==> config.mk <==
export PLATFORM = sky130hd
export DESIGN_NAME = hmn_fifo
export DESIGN_NICKNAME = d
export VERILOG_FILES = /design/src/design/hmn_pkg.sv /design/src/design/hmn_fifo.sv
export SDC_FILE = /design/constraint.sdc
export NUM_CORES = 1
export LEC_CHECK = 0
export BUFFER_PORTS_ARGS = -buffer_cell sky130_fd_sc_hd__buf_2
export CAP_MARGIN = 20
export CORE_ASPECT_RATIO = 0.9
export CORE_UTILIZATION = 45
export CTS_CLUSTER_DIAMETER = 30
export CTS_CLUSTER_SIZE = 28
export DETAILED_ROUTE_END_ITERATION = 16
export GPL_TIMING_DRIVEN = 0
export SYNTH_ARGS = -nofsm -noshare
export SYNTH_HDL_FRONTEND = slang
export SYNTH_SLANG_ARGS = --single-unit
==> constraint.sdc <==
create_clock -name i_clk -period 2.55 [get_ports i_clk]
set_clock_uncertainty 0.1 [all_clocks]
set_input_delay 0.255 -clock i_clk [delete_from_list [all_inputs] [get_ports i_clk]]
set_output_delay 0.255 -clock i_clk [all_outputs]
set_load 0.005 [all_outputs]
==> src/design/hmn_pkg.sv <==
// Shared types and constants for the height map to normal map block.
// No dependencies.
package hmn_pkg;

    localparam int unsigned SMP_W = 8;
    localparam int unsigned DIM_W = 13;
    localparam int unsigned GRD_W = 17;
    localparam int unsigned GZ_W  = 16;
    localparam int unsigned SUM_W = 34;
    localparam int unsigned ROOT_W = 35;
    localparam int unsigned LEN_W = 18;
    localparam int unsigned Q_W   = 9;

    localparam logic [1:0] CFG_WIDTH  = 2'd0;
    localparam logic [1:0] CFG_HEIGHT = 2'd1;
    localparam logic [1:0] CFG_FLAT_Z = 2'd2;

    typedef struct packed {
        logic signed [GRD_W-1:0] gx;
        logic signed [GRD_W-1:0] gy;
        logic [GZ_W-1:0]         gz;
        logic                    run_last;
        logic                    frame_last;
    } t_job;

    typedef enum logic [1:0] {F_IDLE, F_READ, F_RIGHT, F_EMIT} t_fstate;

    typedef enum logic [2:0] {
        B_IDLE, B_SQ, B_SQRT, B_RND, B_DINIT, B_DIV, B_ENC, B_OUT
    } t_bstate;

    function automatic logic signed [GRD_W-1:0] grad(input logic first, input logic last,
            input logic [SMP_W-1:0] l, input logic [SMP_W-1:0] c, input logic [SMP_W-1:0] r);
        logic signed [SMP_W:0] d;
        logic signed [GRD_W-1:0] g;
        if (first) begin
            d = $signed({1'b0, c}) - $signed({1'b0, r});
            g = {d, 8'b0};
        end else if (last) begin
            d = $signed({1'b0, l}) - $signed({1'b0, c});
            g = {d, 8'b0};
        end else begin
            d = $signed({1'b0, l}) - $signed({1'b0, r});
            g = {d[SMP_W], d, 7'b0};
        end
        return g;
    endfunction

    function automatic logic signed [GRD_W-1:0] diff256(input logic [SMP_W-1:0] a,
            input logic [SMP_W-1:0] b);
        logic signed [SMP_W:0] d;
        d = $signed({1'b0, a}) - $signed({1'b0, b});
        return {d, 8'b0};
    endfunction

    function automatic logic [GRD_W-1:0] mag(input logic signed [GRD_W-1:0] g);
        return g[GRD_W-1] ? GRD_W'(-g) : GRD_W'(g);
    endfunction

endpackage

==> src/design/hmn_fifo.sv <==
// Four word job queue between the front and back parts, show-ahead read.
// Depends on hmn_pkg.
module hmn_fifo (
    input  logic          i_clk,
    input  logic          i_rst_n,
    input  logic          i_push,
    input  hmn_pkg::t_job i_job,
    output logic          o_full,
    input  logic          i_pop,
    output hmn_pkg::t_job o_job,
    output logic          o_empty
);
    import hmn_pkg::*;
    t_job       r_mem [4];
    logic [1:0] r_wp, r_rp;
    logic [2:0] r_cnt;

    assign o_full  = (r_cnt == 3'd4);
    assign o_empty = (r_cnt == 3'd0);
    assign o_job   = r_mem[r_rp];

    always_ff @(posedge i_clk) begin
        if (i_push) begin
            r_mem[r_wp] <= i_job;
        end
    end

    always_ff @(posedge i_clk) begin
        if (!i_rst_n) begin
            r_wp  <= '0;
            r_rp  <= '0;
            r_cnt <= '0;
        end else begin
            if (i_push) r_wp <= r_wp + 2'd1;
            if (i_pop)  r_rp <= r_rp + 2'd1;
            r_cnt <= r_cnt + 3'(i_push) - 3'(i_pop);
        end
    end
endmodule

Yosys cells after proc, flatten, opt, wreduce, memory -nomap -nowiden --
Memory sizes are Yosys's and may differ from the RTL's. A register that Yosys moved wholly into a read port is not among the register bits. Index checks and enable logic that the tools add are counted. Widths: inputs -> output; s select.
Storage, ports and cells: register bits 7, bits in latches 0, bits in writable memories 208, memory bits (read-only) 0, input port bits 56, output and inout bits 54, memories 1
Operators by class: add/sub/neg operators 4, $mul 0, div/mod/pow operators 0, $lt $le $gt $ge 0, equality and inequality tests 1, shift operators 0, muxes and demuxes 4, bitwise gates (word level) 0, reductions and logical operators 1
Memory list:
- r_mem | depth 4, bits a word 52, rd ports 1, clocked after Yosys merged registers in 1, write ports 1, line hmn_fifo.sv:14 | t_job r_mem [4];
Operators by type and width (count):
- $add 2x1->2 const B | 2
- $mux 2 | 2
- $add 3x1->3 | 1
- $eq 3x3->1 const B | 1
- $logic_not 3->1 | 1
- $sub 3x1->3 | 1
- $mux 1 | 2

Longest topological paths before layout --
depth after elaboration 3, gate-level depth with buffers 7, gate-level depth less buffers 7

Worst setup path after synthesis --
No wires, ideal clock.
path type register -> register, from reg r_wp[0], to mem r_mem[2][0] (netlist name), enable pin, data arrival time 1.779 ns, slack 0.256 ns, cell stages (with the launch flop) 4, path buffers 0, cell sequence dfxtp_1 inv_1 ha_1 and2_1
RTL lines:
- start: declaration | line hmn_fifo.sv:15 | logic [1:0] r_wp, r_rp;
- start signal: assignment | line hmn_fifo.sv:34 | if (i_push) r_wp <= r_wp + 2'd1;
- end: declaration | line hmn_fifo.sv:14
No word-level cell before the write port.

==> summary.md <==
| Metric | Value |
|---|---|
| Peak VDD IR | `579 µV` |
| Total GRT Usage | `0.167` |
| Die Height | `129 µm` |
| Io pins | `110` |
| CTS clk-pin slew, worst paths | `0.05 ns` |
| P&R area growth vs syn | `33.2%` |
| ANT cells | `0` |
| Status | `completed` |
| Synthesis Warnings | `0` |
| CP Class | `reg2out` |
| Final setup margin | `0.175 ns` |
| Slew Limit Fails | `0` |
| Post-CTS Setup Inserts | `0` |
| Power Total | `0.00995 W` |
| Period Utilization, post-route | `0.931` |
| Mapped Cells | `315` |
| CP arrival | `2.02 ns` |
| Most used cell, CP | `buf_2` |
| Largest net degree at the start of global routing | `53` |
| Worst r2r src | `r_cnt[0]$_SDFF_PN0_` |
| Drt first pass iters | `6` |
| Area share of the largest cell type after synthesis | `0.780` |
| Cts-stage hold buffer count | `53` |
| Post-synth top area cell | `edfxtp_1` |
| Root Driver | `clkbuf_16` |
| Critical path launch point type | `flip-flop` |
| Net Count, Synth | `378` |
| Register area share after synthesis | `0.803` |
| CTS buffer count | `37` |
| Reg-to-reg critical path endpoint | `r_cnt[2]$_SDFF_PN0_` |
| Min Tclk post-route | `2.38 ns` |
| PwrDens | `933 nW/µm²` |
| Setup slack, reg-to-reg | `0.65 ns` |
| Layout filler cell count | `1257` |
| GR peak layer | `met2` |
| Initial Util | `0.468` |
| Worst path slowest cell | `mux4_2` |
| Core area | `17100 µm²` |
| Antenna violations before repair | `0` |
| Dpl ws | `0.613 ns` |
| Chip Width | `143 µm` |
| Crit-path max cell delay | `0.38 ns` |
| WL final | `14400 µm` |
| Crit path cell chain | `clkbuf_1 > buf_2 > mux4_2 > buf_2` |
| CP Depth | `4` |
| Hpwl dp | `7740 µm` |
| Hold Crit Class | `in2reg` |
| Leading post-synthesis cells by cell area | `edfxtp_1 (78%), mux4_2 (14%), dfxtp_1 (2.3%), buf_12 (1.3%), ha_1 (0.94%)` |
| Vias per inst | `4.96` |
| Clk sink count | `217` |
| RSZ-0062 raised after global routing | `false` |
| Final setup vio count | `0` |
| Final ANT Viol Nets | `0` |
| Crit-path max FO | `10` |
| Syn avg cell area | `25.4 µm²` |
| DR vias | `3861` |
| Crit. End Element | `output pin` |
| Met1 usage | `0.220` |
| Fin Hold WS | `0.0344 ns` |
| LEAKAGE | `3.76 nW` |
| # Max-Cap Violations | `0` |
| Number of buffers inserted by port buffering | `109` |
| Cell Area, Synth | `8010 µm²` |
| Layout cells sized above 1 | `0.430` |
| Met2 Track Usage GR | `0.268` |
| Crit path buffers/inverters | `3` |
| Synth Register Bits | `217` |
| Per-cell routed wire length | `18.4 µm` |
| Tightest Pin Transition | `0.861 ns` |
| Data required, critical path | `2.19 ns` |
| Yosys cell types | `21` |
| Relative slew slack | `0.426` |
| Worst setup path endpoint | `o_job[25]` |
| Final nets | `579` |
| F_max | `0.421 GHz` |
| H-Tree Depth | `2` |
| First-pass GRT wire length | `22500 µm` |
| Placer congestion estimate | `0.689` |
| FF-to-FF path depth | `7` |
| Num rows | `45` |
| Vias in the first global route | `4244` |
| Final hold vios | `0` |
| Post-CTS resize count | `0` |
| Buffer depth of the longest clock path | `3` |
| Worst-skew pair later-pin latency | `0.49 ns` |
| CP delay by family, top | `buffers and inverters` |
| Detailed Route Iter0 Violations | `157` |
| CTS tree | `yes` |
| Global route overflow | `0` |
| Met3 Use GR | `0.0413` |
| Drc violations | `0` |
| Die area | `18300 µm²` |
[tightest hold or removal path, delay by kind of cell]
kind	cells	cell delay [ns]
buf+inv	1	0.14
simple gates	1	0.09
compound gates	1	0.08
[report_power, final]
group | internal, W | leakage (nW) | switching [W]
clock network | 0.00338 | 0.615 | 0.00161
logic | 0.000440 | 1.16 | 0.000372
registers | 0.00411 | 1.98 | 0.0000460
[registers in the layout (all words and copies together), names as in the netlist, named ones only]
| name | cells |
|---|---|
| r_rp | 2 |
| r_cnt | 3 |
| r_mem | 208 |
| r_wp | 2 |
[how the worst min path moves through the flow]
| stage | end | start | cells past startpoint |
|---|---|---|---|
| 3_5_place_dp | r_mem[2][34]$_DFFE_PP_ | i_job[34] | 1 |
| 6_report | r_rp[1]$_SDFFE_PN0P_ | i_pop | 3 |
| 2_1_floorplan | r_mem[0][0]$_DFFE_PP_ | i_job[0] | 0 |
| 5_1_grt | r_rp[1]$_SDFFE_PN0P_ | i_pop | 3 |
| 3_3_place_gp | r_mem[1][0]$_DFFE_PP_ | i_job[0] | 1 |
| 4_1_cts | r_rp[1]$_SDFFE_PN0P_ | i_pop | 3 |
[final cells by class]
type	instances	area, µm²	area share
Clock buffer	41	983	0.0922
Timing Repair Buffer	162	1080	0.101
Clock inverter	26	297	0.0278
Multi-Input combinational cell	79	1430	0.134
Inverter	7	26.3	0.00246
Tap cell	235	294	0.0276
Sequential cell	217	6430	0.602
Buffer	12	140	0.0131
[metal layers]
metal	up-vias	wire length, µm
li1	1746	-
met1	1982	6470
met2	101	6880
met3	32	695
met4	0	325
met5	-	0
[layout by cell type (no fill, tap or decap), types with 6 or more instances in the layout]
master	instances
ha_1	6
dlygate4sd3_1	53
edfxtp_1	208
dfxtp_1	9
bufinv_16	6
mux4_2	50
clkbuf_16	39
buf_2	114
clkinv_1	6
inv_1	7
clkinv_2	6
[cell usage after synthesis]
cell        n
nor2_1      5
fa_1        1
a21oi_1     1
mux4_1      2
clkbuf_1    1
buf_2       5
edfxtp_1  208
buf_6       1
and3_1      1
inv_1       7
xnor2_1     2
and2_1      6
mux4_2     50
buf_12      5
nor3_1      1
ha_1        6
mux2i_1     1
a21bo_2     1
nand3b_1    1
dfxtp_1     9
xor3_1      1
[logic make-up (layout without fill, tap and decap cells)]
logic type	Yosys count	in the layout	synth area share
compound gates	2	2	0.00187
xor+xnor	3	3	0.00516
fa+ha+maj	7	7	0.0119
buf+inv	19	248	0.0208
flops	217	217	0.802
mux	53	53	0.148
simple gates	14	14	0.00938
[stage by stage]
stage               setup TNS [ns]  instance area [µm²]  utilization  instances
floorplan                        0                 8010            -        315
global placement           -158.99                 8850        0.517        659
detailed placement               0                 8860        0.517        659
CTS                              0                10700        0.623        779
global route                     0                10700        0.623        779
finish                           0                10700        0.623        779
No activity file was read; power rests on OpenSTA's default activity.
