## config.mk

```make
export PLATFORM = sky130hd
export DESIGN_NAME = hmn_back
export DESIGN_NICKNAME = d
export VERILOG_FILES = /design/src/design/hmn_pkg.sv /design/src/design/hmn_back.sv
export SDC_FILE = /design/constraint.sdc
export NUM_CORES = 1
export LEC_CHECK = 0
export ABC_AREA = 1
export BUFFER_PORTS_ARGS = -buffer_cell sky130_fd_sc_hd__buf_2
export CAP_MARGIN = 20
export CELL_PAD_IN_SITES_DETAIL_PLACEMENT = 1
export CELL_PAD_IN_SITES_GLOBAL_PLACEMENT = 2
export CORE_MARGIN = 5
export CORE_UTILIZATION = 39
export CTS_BUF_LIST = sky130_fd_sc_hd__clkbuf_8
export DETAILED_ROUTE_END_ITERATION = 10
export GPL_ROUTABILITY_DRIVEN = 0
export PLACE_DENSITY = 0.84
export SETUP_SLACK_MARGIN = 0.15
export SLEW_MARGIN = 30
export SYNTH_ARGS = -nofsm -noshare
export SYNTH_HDL_FRONTEND = slang
export SYNTH_SLANG_ARGS = --single-unit
```

## constraint.sdc

```tcl
create_clock -name i_clk -period 7.8 [get_ports i_clk]
set_clock_uncertainty 0.05 [all_clocks]
set_input_delay 1.56 -clock i_clk [delete_from_list [all_inputs] [get_ports i_clk]]
set_output_delay 1.56 -clock i_clk [all_outputs]
set_load 0.02 [all_outputs]
```

## src/design/hmn_pkg.sv

```systemverilog
// Shared types and constants for the height map to normal map block.
// No dependencies.
package hmn_pkg;

    localparam int unsigned SMP_W = 8;
    localparam int unsigned DIM_W = 13;
    localparam int unsigned GRD_W = 17;
    localparam int unsigned GZ_W  = 16;
    localparam int unsigned SUM_W = 34;
    localparam int unsigned ROOT_W = 35;
    localparam int unsigned LEN_W = 18;
    localparam int unsigned Q_W   = 9;

    localparam logic [1:0] CFG_WIDTH  = 2'd0;
    localparam logic [1:0] CFG_HEIGHT = 2'd1;
    localparam logic [1:0] CFG_FLAT_Z = 2'd2;

    typedef struct packed {
        logic signed [GRD_W-1:0] gx;
        logic signed [GRD_W-1:0] gy;
        logic [GZ_W-1:0]         gz;
        logic                    run_last;
        logic                    frame_last;
    } t_job;

    typedef enum logic [1:0] {F_IDLE, F_READ, F_RIGHT, F_EMIT} t_fstate;

    typedef enum logic [2:0] {
        B_IDLE, B_SQ, B_SQRT, B_RND, B_DINIT, B_DIV, B_ENC, B_OUT
    } t_bstate;

    function automatic logic signed [GRD_W-1:0] grad(input logic first, input logic last,
            input logic [SMP_W-1:0] l, input logic [SMP_W-1:0] c, input logic [SMP_W-1:0] r);
        logic signed [SMP_W:0] d;
        logic signed [GRD_W-1:0] g;
        if (first) begin
            d = $signed({1'b0, c}) - $signed({1'b0, r});
            g = {d, 8'b0};
        end else if (last) begin
            d = $signed({1'b0, l}) - $signed({1'b0, c});
            g = {d, 8'b0};
        end else begin
            d = $signed({1'b0, l}) - $signed({1'b0, r});
            g = {d[SMP_W], d, 7'b0};
        end
        return g;
    endfunction

    function automatic logic signed [GRD_W-1:0] diff256(input logic [SMP_W-1:0] a,
            input logic [SMP_W-1:0] b);
        logic signed [SMP_W:0] d;
        d = $signed({1'b0, a}) - $signed({1'b0, b});
        return {d, 8'b0};
    endfunction

    function automatic logic [GRD_W-1:0] mag(input logic signed [GRD_W-1:0] g);
        return g[GRD_W-1] ? GRD_W'(-g) : GRD_W'(g);
    endfunction

endpackage

```

## src/design/hmn_back.sv

```systemverilog
// Back part: sum of squares, rounded square root, three divisions and encoding.
// Depends on hmn_pkg.
module hmn_back (
    input  logic                      i_clk,
    input  logic                      i_rst_n,
    input  logic                      i_empty,
    input  hmn_pkg::t_job             i_job,
    output logic                      o_pop,
    output logic                      o_valid,
    input  logic                      i_ready,
    output logic [hmn_pkg::SMP_W-1:0] o_normal_x,
    output logic [hmn_pkg::SMP_W-1:0] o_normal_y,
    output logic [hmn_pkg::SMP_W-1:0] o_normal_z,
    output logic                      o_run_last,
    output logic                      o_frame_last
);
    import hmn_pkg::*;

    t_bstate r_state, n_state;
    t_job    r_job;
    logic [1:0]        r_k;
    logic [SUM_W-1:0]  r_prod, r_acc, r_rem;
    logic [ROOT_W-1:0] r_root, sq_t;
    logic [4:0]        r_pos;
    logic [LEN_W-1:0]  r_drem, len;
    logic [LEN_W:0]    rem2;
    logic [Q_W-1:0]    r_dlo, r_q, qc;
    logic [3:0]        r_cnt;
    logic [SMP_W-1:0]  r_enc [3];
    logic [SMP_W-1:0]  enc;
    logic [GRD_W-1:0]  m;
    logic              neg;

    always_comb begin
        unique case (r_k)
            2'd0:    begin m = mag(r_job.gx); neg = r_job.gx[GRD_W-1]; end
            2'd1:    begin m = mag(r_job.gy); neg = r_job.gy[GRD_W-1]; end
            2'd2:    begin m = GRD_W'(r_job.gz); neg = 1'b0; end
            default: begin m = '0; neg = 1'b0; end
        endcase
        sq_t = r_root + (ROOT_W'(1) << {r_pos, 1'b0});
        len  = r_root[LEN_W-1:0];
        rem2 = {r_drem, r_dlo[Q_W-1]};
        qc   = r_q + Q_W'(r_drem != '0);
        if (!neg) begin
            enc = (r_q >= Q_W'(128)) ? SMP_W'(255) : SMP_W'(r_q + Q_W'(128));
        end else begin
            enc = SMP_W'(Q_W'(128) - qc);
        end
    end

    always_comb begin
        n_state = r_state;
        unique case (r_state)
            B_IDLE:  if (!i_empty) n_state = B_SQ;
            B_SQ:    if (r_k == 2'd3) n_state = B_SQRT;
            B_SQRT:  if (r_pos == '0) n_state = B_RND;
            B_RND:   n_state = B_DINIT;
            B_DINIT: n_state = (len == '0) ? B_OUT : B_DIV;
            B_DIV:   if (r_cnt == '0) n_state = B_ENC;
            B_ENC:   n_state = (r_k == 2'd2) ? B_OUT : B_DINIT;
            B_OUT:   if (i_ready) n_state = B_IDLE;
            default: n_state = B_IDLE;
        endcase
    end

    always_comb begin
        o_pop        = (r_state == B_IDLE) && !i_empty;
        o_valid      = (r_state == B_OUT);
        o_normal_x   = r_enc[0];
        o_normal_y   = r_enc[1];
        o_normal_z   = r_enc[2];
        o_run_last   = r_job.run_last;
        o_frame_last = r_job.frame_last;
    end

    always_ff @(posedge i_clk) begin
        if (!i_rst_n) begin
            r_state <= B_IDLE;
        end else begin
            r_state <= n_state;
        end
    end

    always_ff @(posedge i_clk) begin
        unique case (r_state)
            B_IDLE: begin
                r_job  <= i_job;
                r_k    <= '0;
                r_acc  <= '0;
                r_prod <= '0;
            end
            B_SQ: begin
                r_prod <= SUM_W'(m) * SUM_W'(m);
                r_acc  <= r_acc + r_prod;
                r_k    <= r_k + 2'd1;
                r_rem  <= r_acc + r_prod;
                r_root <= '0;
                r_pos  <= 5'd16;
            end
            B_SQRT: begin
                if (ROOT_W'(r_rem) >= sq_t) begin
                    r_rem  <= SUM_W'(ROOT_W'(r_rem) - sq_t);
                    r_root <= (r_root >> 1) + (ROOT_W'(1) << {r_pos, 1'b0});
                end else begin
                    r_root <= r_root >> 1;
                end
                r_pos <= r_pos - 5'd1;
            end
            B_RND: begin
                if (ROOT_W'(r_rem) > r_root) r_root <= r_root + ROOT_W'(1);
                r_k <= '0;
            end
            B_DINIT: begin
                if (len == '0) begin
                    r_enc[0] <= SMP_W'(128);
                    r_enc[1] <= SMP_W'(128);
                    r_enc[2] <= SMP_W'(128);
                end
                r_drem <= LEN_W'(m >> 2);
                r_dlo  <= {m[1:0], 7'b0};
                r_q    <= '0;
                r_cnt  <= 4'(Q_W - 1);
            end
            B_DIV: begin
                if (rem2 >= {1'b0, len}) begin
                    r_drem <= LEN_W'(rem2 - {1'b0, len});
                    r_q    <= {r_q[Q_W-2:0], 1'b1};
                end else begin
                    r_drem <= rem2[LEN_W-1:0];
                    r_q    <= {r_q[Q_W-2:0], 1'b0};
                end
                r_dlo <= r_dlo << 1;
                r_cnt <= r_cnt - 4'd1;
            end
            B_ENC: begin
                r_enc[r_k] <= enc;
                r_k        <= r_k + 2'd1;
            end
            B_OUT: ;
            default: ;
        endcase
    end
endmodule

```

Word level (Yosys, flattened, before mapping)
Memories as Yosys holds them, arrays and structs flattened.
Index checks and enable logic that the tools add are counted.

storage, ports and cells
  flip-flop bits (word level) = 239
  RAM bits = 24
  logic and storage cells = 110
  memories = 1

memories
  memory  depth  width  read ports  clocked after Yosys merged registers in  wr ports  RTL line        source
  r_enc   3      8      3           0                                        3         hmn_back.sv:29  logic [SMP_W-1:0] r_enc [3];

operators by class
  $add $sub $neg = 14
  multiply operators = 1
  magnitude comparators = 4
  equal/unequal tests = 17
  shift operators = 1
  multiplexer cells = 37
  reductions and logical operators = 19

operators with widths
  cell                   count
  $pmux 34 s2            3
  $pmux 35 s3            1
  $mux 35                2
  $pmux 17 s3            1
  $pmux 18 s2            1
  $pmux 9 s2             2
  $add 34x35->35         1
  $add 35x1->35 const B  1
  $add 35x35->35         1
  $ge 34x35->1           1
  $gt 34x35->1           1
  $shl 1x6->35 const A   1
  $add 34x34->34         1
  $mul 17x17->34         1
  $mux 17                2
  $mux 34                1
  $neg 17->17            2
  $sub 34x34->34         1
  $mux 8                 3
  $pmux 3 s8             1
  $ge 19x18->1           1
  $logic_not 18->1       1
  $mux 18                1
  $reduce_bool 18->1     1
  other kinds (34)       61

Depth between registers and ports, before layout
Gate-level depths: netlist of run 1.

  word-level depth = 5
  mapped depth = 37

Worst setup path after synthesis of run 1
No wires, ideal clock.

  path kind = register to register
  start point = reg r_k[0]
  end point = reg r_prod[25] (data pin)
  setup time = 0.253 ns
  arrival time = 6.537 ns
  required time = 7.497 ns
  setup slack = 0.960 ns
  cell stages (with the launch flop) = 31
  buffers on the path = 2
  clock period less this slack = 6.840 ns
  cell sequence = edfxtp_1 > inv_1 > ha_1 > inv_1 > clkbuf_1 > a21oi_1 > o21ai_0 > nand2_1 > nand2_1 > inv_1 > clkbuf_1 > nand2_1 > fa_1 > fa_1 > inv_1 > fa_1 > fa_1 > fa_1 > inv_1 > fa_1 > inv_1 > ha_1 > nand2_1 > nor2_1 > nand2_1 > o21ai_0 > a21oi_1 > o21ai_0 > nand2_1 > nand2_1 > nor2_1

on the way
  word-level cells in the longest chain between the ends = 4
  elaborated cells on any way between the ends = 6
  classes of those cells = 1 x mul; 2 x eq/ne; 2 x mux; 1 x reduce/logical

ends and longest elaborated chain
  item                                      RTL line         source
  start, declared                           hmn_back.sv:21   logic [1:0] r_k;
  start signal, assigned                    hmn_back.sv:96   r_k <= r_k + 2'd1;
  start signal, assigned                    hmn_back.sv:138  r_k <= r_k + 2'd1;
  $eq 2x2->1, or another cell as far along  hmn_back.sv:35   unique case (r_k)
  $pmux 17 s3 *                             hmn_back.sv:35
  $mul 17x17->34 *                          hmn_back.sv:94   r_prod <= SUM_W'(m) * SUM_W'(m);
  $pmux 34 s2 *                             hmn_back.sv:86   unique case (r_state)
  end signal, assigned                      hmn_back.sv:94
  end, declared                             hmn_back.sv:22   logic [SUM_W-1:0] r_prod, r_acc, r_rem;

Every way passes the cells marked *; elsewhere a longest branch is shown, timed or not.
A chain may end at the register's enable or synchronous reset.

Worst setup path after layout of run 1
  start point = reg r_job[38] (netlist name)
  end point = reg r_prod[31] (data pin)

on the way
  word-level cells in the longest chain between the ends = 5

ends and longest elaborated chain
  item                    RTL line        source
  start, declared         hmn_back.sv:20  t_job r_job;
  start signal, assigned  hmn_back.sv:88  r_job <= i_job;
  $neg 17->17             hmn_pkg.sv:57   return g[GRD_W-1] ? GRD_W'(-g) : GRD_W'(g);
  $mux 17 *               hmn_pkg.sv:57
  $pmux 17 s3 *           hmn_back.sv:35
  $mul 17x17->34 *        hmn_back.sv:94
  $pmux 34 s2 *           hmn_back.sv:86

Marked as above.

==> flow_metrics.tcl, run 1 <==
set metrics [dict create \
    die_h_um 286 \
    drtAntennaViolNets 0 \
    worst_slew_pin_slew_ns 0.865 \
    antenna_found_initial 4 \
    synth.distinct_cells 63 \
    drive_gt1_share_pct 7.72 \
    max_freq_mhz 137 \
    finalSetupViolations 0 \
    dp_hpwl_um 87300 \
    ys_top_cells_by_area "edfxtp_1 25%, fa_1 13%, ha_1 12%, nand2_1 11%, inv_1 8.4%" \
    yosysWarnings 0 \
    layout_commonest_cell "nand2_1" \
    clk_latency_ns 0.68 \
    synthFlopType "edfxtp_1" \
    grt_max_degree 93 \
    synth_cells 3936 \
    htree_levels 2 \
    r2r_slack_ns 0.49 \
    grt_first_pass_wirelength_um 164000 \
    timing.slew.headroom_pct 41.8 \
    wl_met2_um 50600 \
    dieArea_um2 82000 \
    ys_seq_elements 255 \
    numClockSinks 255 \
    drtIter0Drc 1586 \
    setup_tns_ns 0 \
    dieWidth_um 286 \
    n_fill_cell 9466 \
    start_kind "flip-flop" \
    yosysTopAreaCellShare_pct 25.4 \
    final_cell_mix "839 x nand2_1, 673 x inv_1, 408 x nor2_1" \
    wl_met3_um 4420 \
    endpoint_kind "flip-flop" \
    ys_seq_area_share_pct 25.6 \
    nets 4593 \
    async_reset_ff_share_pct 0 \
    area_growth_syn_to_layout_pct 10.3 \
    port_buffers 83 \
    cts_max_path_buffers 3 \
    r2r-start "r_job[38]" \
    clk_pin_slew_worst_paths_ns 0.06 \
    required_ns 8.16 \
    cp-endpoint "r_prod[31]" \
    viasPerCell 5.34 \
    maxSlewViolCount 0 \
    reg2reg_depth 26 \
    crit_fanout 5 \
    rsz0062_at_grt "yes" \
    fin_crit_sh_pct 93.7 \
    cts_tree "built" \
    wl_um 106000 \
    drv_cap 0 \
    post-route-min-period_ns 7.31 \
    outcome "finished clean" \
    path_class "reg -> reg" \
    initial_core_util_pct 39.3 \
    rows 101 \
    firstDrtPassIters 5 \
    synth_area_leader_cell "edfxtp_1" \
    fin_util_pct 43.3 \
    grt_usage_pct 25.3 \
    grt_pass1_vias 28200 \
    vias 27100 \
    io_pins 84 \
    crit_start "r_job[38]" \
    core-area_um2 75800 \
    drc 0 \
    min_path_type "reg -> reg" \
    root_buffer "clkbuf_8" \
    synth_edf_count 252 \
    cts_buffers 53 \
    top_layer "met5" \
    hold_violations 0 \
    wl_per_cell_um 20.8 \
    grt_overflow 0 \
    syn_area_um2 29800 \
    m1WireLength_um 47900 \
    syn_nets 4469 \
    reg2reg_to "r_prod[31]" \
    cp_data_arrival_time_ns 7.66 \
    avgSynthCellArea_um2 7.56 \
]
-- registers in the layout (all words and copies together), names as in the netlist --
signal	flops
r_prod	33
r_dlo	2
r_job	50
r_enc	24
r_k	2
r_root	35
r_drem	18
r_q	9
r_pos	5
r_acc	34
o_frame_last	1
r_cnt	4
o_run_last	1
r_rem	34
r_state	3
-- critical path, cell delays in order, from the launching register on --
cell	delay [ns]
edfxtp_1	0.43
nor2_2	0.18
nand4_1	0.22
nor3_4	0.32
nand3_2	0.14
nor3_4	0.26
nor2_1	0.19
nor2_4	0.19
inv_2	0.10
nor2_1	0.42
fa_1	0.51
fa_1	0.48
fa_1	0.52
inv_1	0.06
fa_1	0.54
inv_1	0.06
fa_1	0.49
ha_1	0.32
ha_1	0.40
a21o_1	0.24
nand3_1	0.07
nand2_1	0.09
a221o_1	0.35
a21oi_1	0.19
nand3_1	0.09
nand2_1	0.07
nor2_1	0.05
-- repair_timing --
action / CTS / global route
hold buffers: 0 / 0
setup buffers: 0 / 16
endpoints found under the setup margin: 0 / 18
gates resized for setup: 0 / 41
-- kinds of logic after synthesis --
| kind of cell | Yosys count | share of synthesized area [%] |
|---|---|---|
| xor+xnor | 123 | 3.62 |
| simple gates | 1690 | 24.1 |
| compound gates | 624 | 11.8 |
| flops | 255 | 25.6 |
| buf+inv | 767 | 9.93 |
| fa+ha+maj | 477 | 24.9 |
-- per-stage QoR --
step	instances	hold WS (ns)	instance area [um^2]	setup WS (ns)
after floorplan	3936	0.450	29800	0.960
after global placement	4966	0.468	31500	0.253
after detailed placement	4966	0.472	31500	0.217
after CTS	5065	0.486	32600	0.198
after global routing	5084	0.532	32800	0.0762
final	5084	0.487	32800	0.491
-- Yosys cell counts (all sizes together) (21+ instances only) --
| library cell | instances |
|---|---|
| xnor2 | 47 |
| buf | 41 |
| edfxtp | 252 |
| nand3 | 237 |
| o21bai | 27 |
| nand4 | 50 |
| nor3 | 71 |
| a31oi | 21 |
| clkbuf | 40 |
| nor4 | 21 |
| a21oi | 232 |
| ha | 284 |
| nand2 | 851 |
| o21ai | 245 |
| fa | 193 |
| xor2 | 76 |
| nor2 | 421 |
| inv | 678 |
-- metal layers --
layer	up-vias	GRT usage, %
met2	574	43.8
li1	13200	-
met1	13200	33.6
met4	2	6.70
met5	-	0
met3	157	3.11
-- worst min path at each step --
stage,startpoint,to,depth (start not counted)
2_1_floorplan,r_dlo[7],r_dlo[8],2
3_3_place_gp,r_dlo[7],r_dlo[8],2
3_5_place_dp,r_dlo[7],r_dlo[8],2
4_1_cts,r_dlo[7],r_dlo[8],2
5_1_grt,r_dlo[7],r_dlo[8],2
6_report,r_dlo[7],r_dlo[8],2
-- cell type report --
class / instances / area [um^2] / area share (%)
Antenna cell: 2 / 5.00 / 0.0152
Multi-Input combinational cell: 2914 / 19400 / 59.0
Inverter: 686 / 2580 / 7.85
Timing Repair inverter: 1 / 5.00 / 0.0152
Clock inverter: 45 / 355 / 1.08
Clock buffer: 54 / 743 / 2.26
Sequential cell: 255 / 7630 / 23.2
Timing Repair Buffer: 149 / 940 / 2.86
Tap cell: 978 / 1220 / 3.73
Power of run 1 is not shown: default switching activity piles up to over one toggle a cycle in this logic, so the estimate is an artifact.
==> inputs of run 2 (changes only) <==
- CORE_UTILIZATION: 39 -> 42
- PLACE_DENSITY: 0.84 -> 0.89
- clock period: 7.8 -> 8.82 ns (I/O delays scaled with it)
==> flow_metrics.tcl, run 2 (synthesis gave the netlist of run 1 again) <==
set metrics [dict create \
    outcome "finished clean" \
    root_buffer "clkbuf_8" \
    drv_cap 0 \
    vias 27000 \
    cp_slowest_stage_delay_ns 0.59 \
    htree_levels 2 \
    initial_core_util_pct 42.4 \
    dp_hpwl_um 86100 \
    finalSetupViolations 0 \
    path_buf_inv 7 \
    dieWidth_um 276 \
    path_class "reg -> reg" \
    hold_buffers 0 \
    endpoint_kind "flip-flop" \
    rows 97 \
    crit_fanout 14 \
    drtAntennaViolNets 0 \
    grt_pass1_vias 28600 \
    max_freq_mhz 125 \
    drtIter0Drc 1723 \
    top_regs "r_job (50), r_root (35)" \
    drc 0 \
    core-area_um2 70100 \
    maxSlewViolCount 0 \
    die_h_um 276 \
    worst_path_max_delay_cell "fa_1" \
    cp_data_arrival_time_ns 8.37 \
    cts_max_path_buffers 3 \
    dieArea_um2 76300 \
    antenna_found_initial 3 \
    start_kind "flip-flop" \
    cts_buffers 51 \
    fin_crit_sh_pct 90.6 \
    clk_latency_ns 0.69 \
    nets 4547 \
    grt_first_pass_wirelength_um 163000 \
    required_ns 9.19 \
    cp_common_cell "inv_1" \
    viasPerCell 5.42 \
    grt_overflow 0 \
    io_pins 84 \
    final_cell_mix "842 x nand2_1, 678 x inv_1, 413 x nor2_1" \
    cts_tree "built" \
    critPathTopFamily "adder cells" \
    min_path_type "reg -> reg" \
    place_inst 4901 \
    firstDrtPassIters 8 \
    area_growth_syn_to_layout_pct 8.33 \
    clk_pin_slew_worst_paths_ns 0.07 \
    rsz0062_at_grt "no" \
    timing.slew.headroom_pct 39.5 \
    n_fill_cell 8979 \
    drive_gt1_share_pct 5.85 \
    worst_slew_pin_slew_ns 0.899 \
    grt_max_degree 68 \
    port_buffers 83 \
    numClockSinks 255 \
    setup_tns_ns 0 \
    cts_setup_buffers 0 \
    grt_usage_pct 26.6 \
    largest_reg_flops 50 \
    stdcell_count 4993 \
    hold_violations 0 \
    layout_commonest_cell "nand2_1" \
    largest_register "r_job" \
    wl_per_cell_um 20.9 \
    post-route-min-period_ns 7.99 \
    wl_um 104000 \
]
==> run 2: routing by layer <==
layer	GRT usage, %	vias to the layer above	wire length, um
met5	0	-	33
met4	7.82	4	3360
met3	3.27	191	4500
met2	45.6	644	49400
met1	35.6	13100	47100
li1	-	13100	-
==> run 2: worst paths after layout <==
| path | slack (ns) | start | endpoint | depth (start not counted) |
|---|---|---|---|---|
| hold reg to reg | 0.58 | r_state[0] | r_state[0] | 2 |
| hold / removal | 0.58 | r_state[0] | r_state[0] | 2 |
| setup reg to reg | 0.83 | r_k[1] | r_prod[25] | 29 |
| setup / recovery | 0.83 | r_k[1] | r_prod[25] | 29 |
==> run 2: what timing repair did <==
item | in CTS | in global routing
endpoints found under the hold margin | 0 | 0
setup endpoints to repair | 0 | 2
resized for setup | 0 | 1
==> run 2: final cells by class <==
cell class / instances / area (um^2) / share of cell area, %
antenna: 1 / 2.50 / 0.00776
clock buffer: 51 / 702 / 2.18
clock inverter: 40 / 344 / 1.07
inverter: 686 / 2570 / 7.98
multi-input combinational: 2914 / 19200 / 59.6
sequential: 255 / 7630 / 23.7
tap: 940 / 1180 / 3.65
timing repair buffer: 106 / 592 / 1.84
==> run 2: metrics by stage <==
| stage | hold WS, ns | area, um^2 | util [%] | setup WS (ns) |
|---|---|---|---|---|
| finish | 0.576 | 32200 | 46.0 | 0.826 |
| detailed placement | 0.554 | 31200 | 44.5 | 0.700 |
| global route | 0.603 | 32200 | 46.0 | 0.166 |
| CTS | 0.573 | 32200 | 46.0 | 0.653 |
| global placement | 0.549 | 31200 | 44.5 | 0.883 |
| floorplan | 0.450 | 29800 | - | 1.98 |
==> run 2: worst reg2reg max path: cells and delay by family (launching register included) <==
family          cells  cell delay [ns]
compound gates      4             1.02
buf+inv             7             0.94
fa+ha+maj           8             3.75
simple gates       10             1.53
flops               1             0.43
Power of run 2 is left out for the same reason.
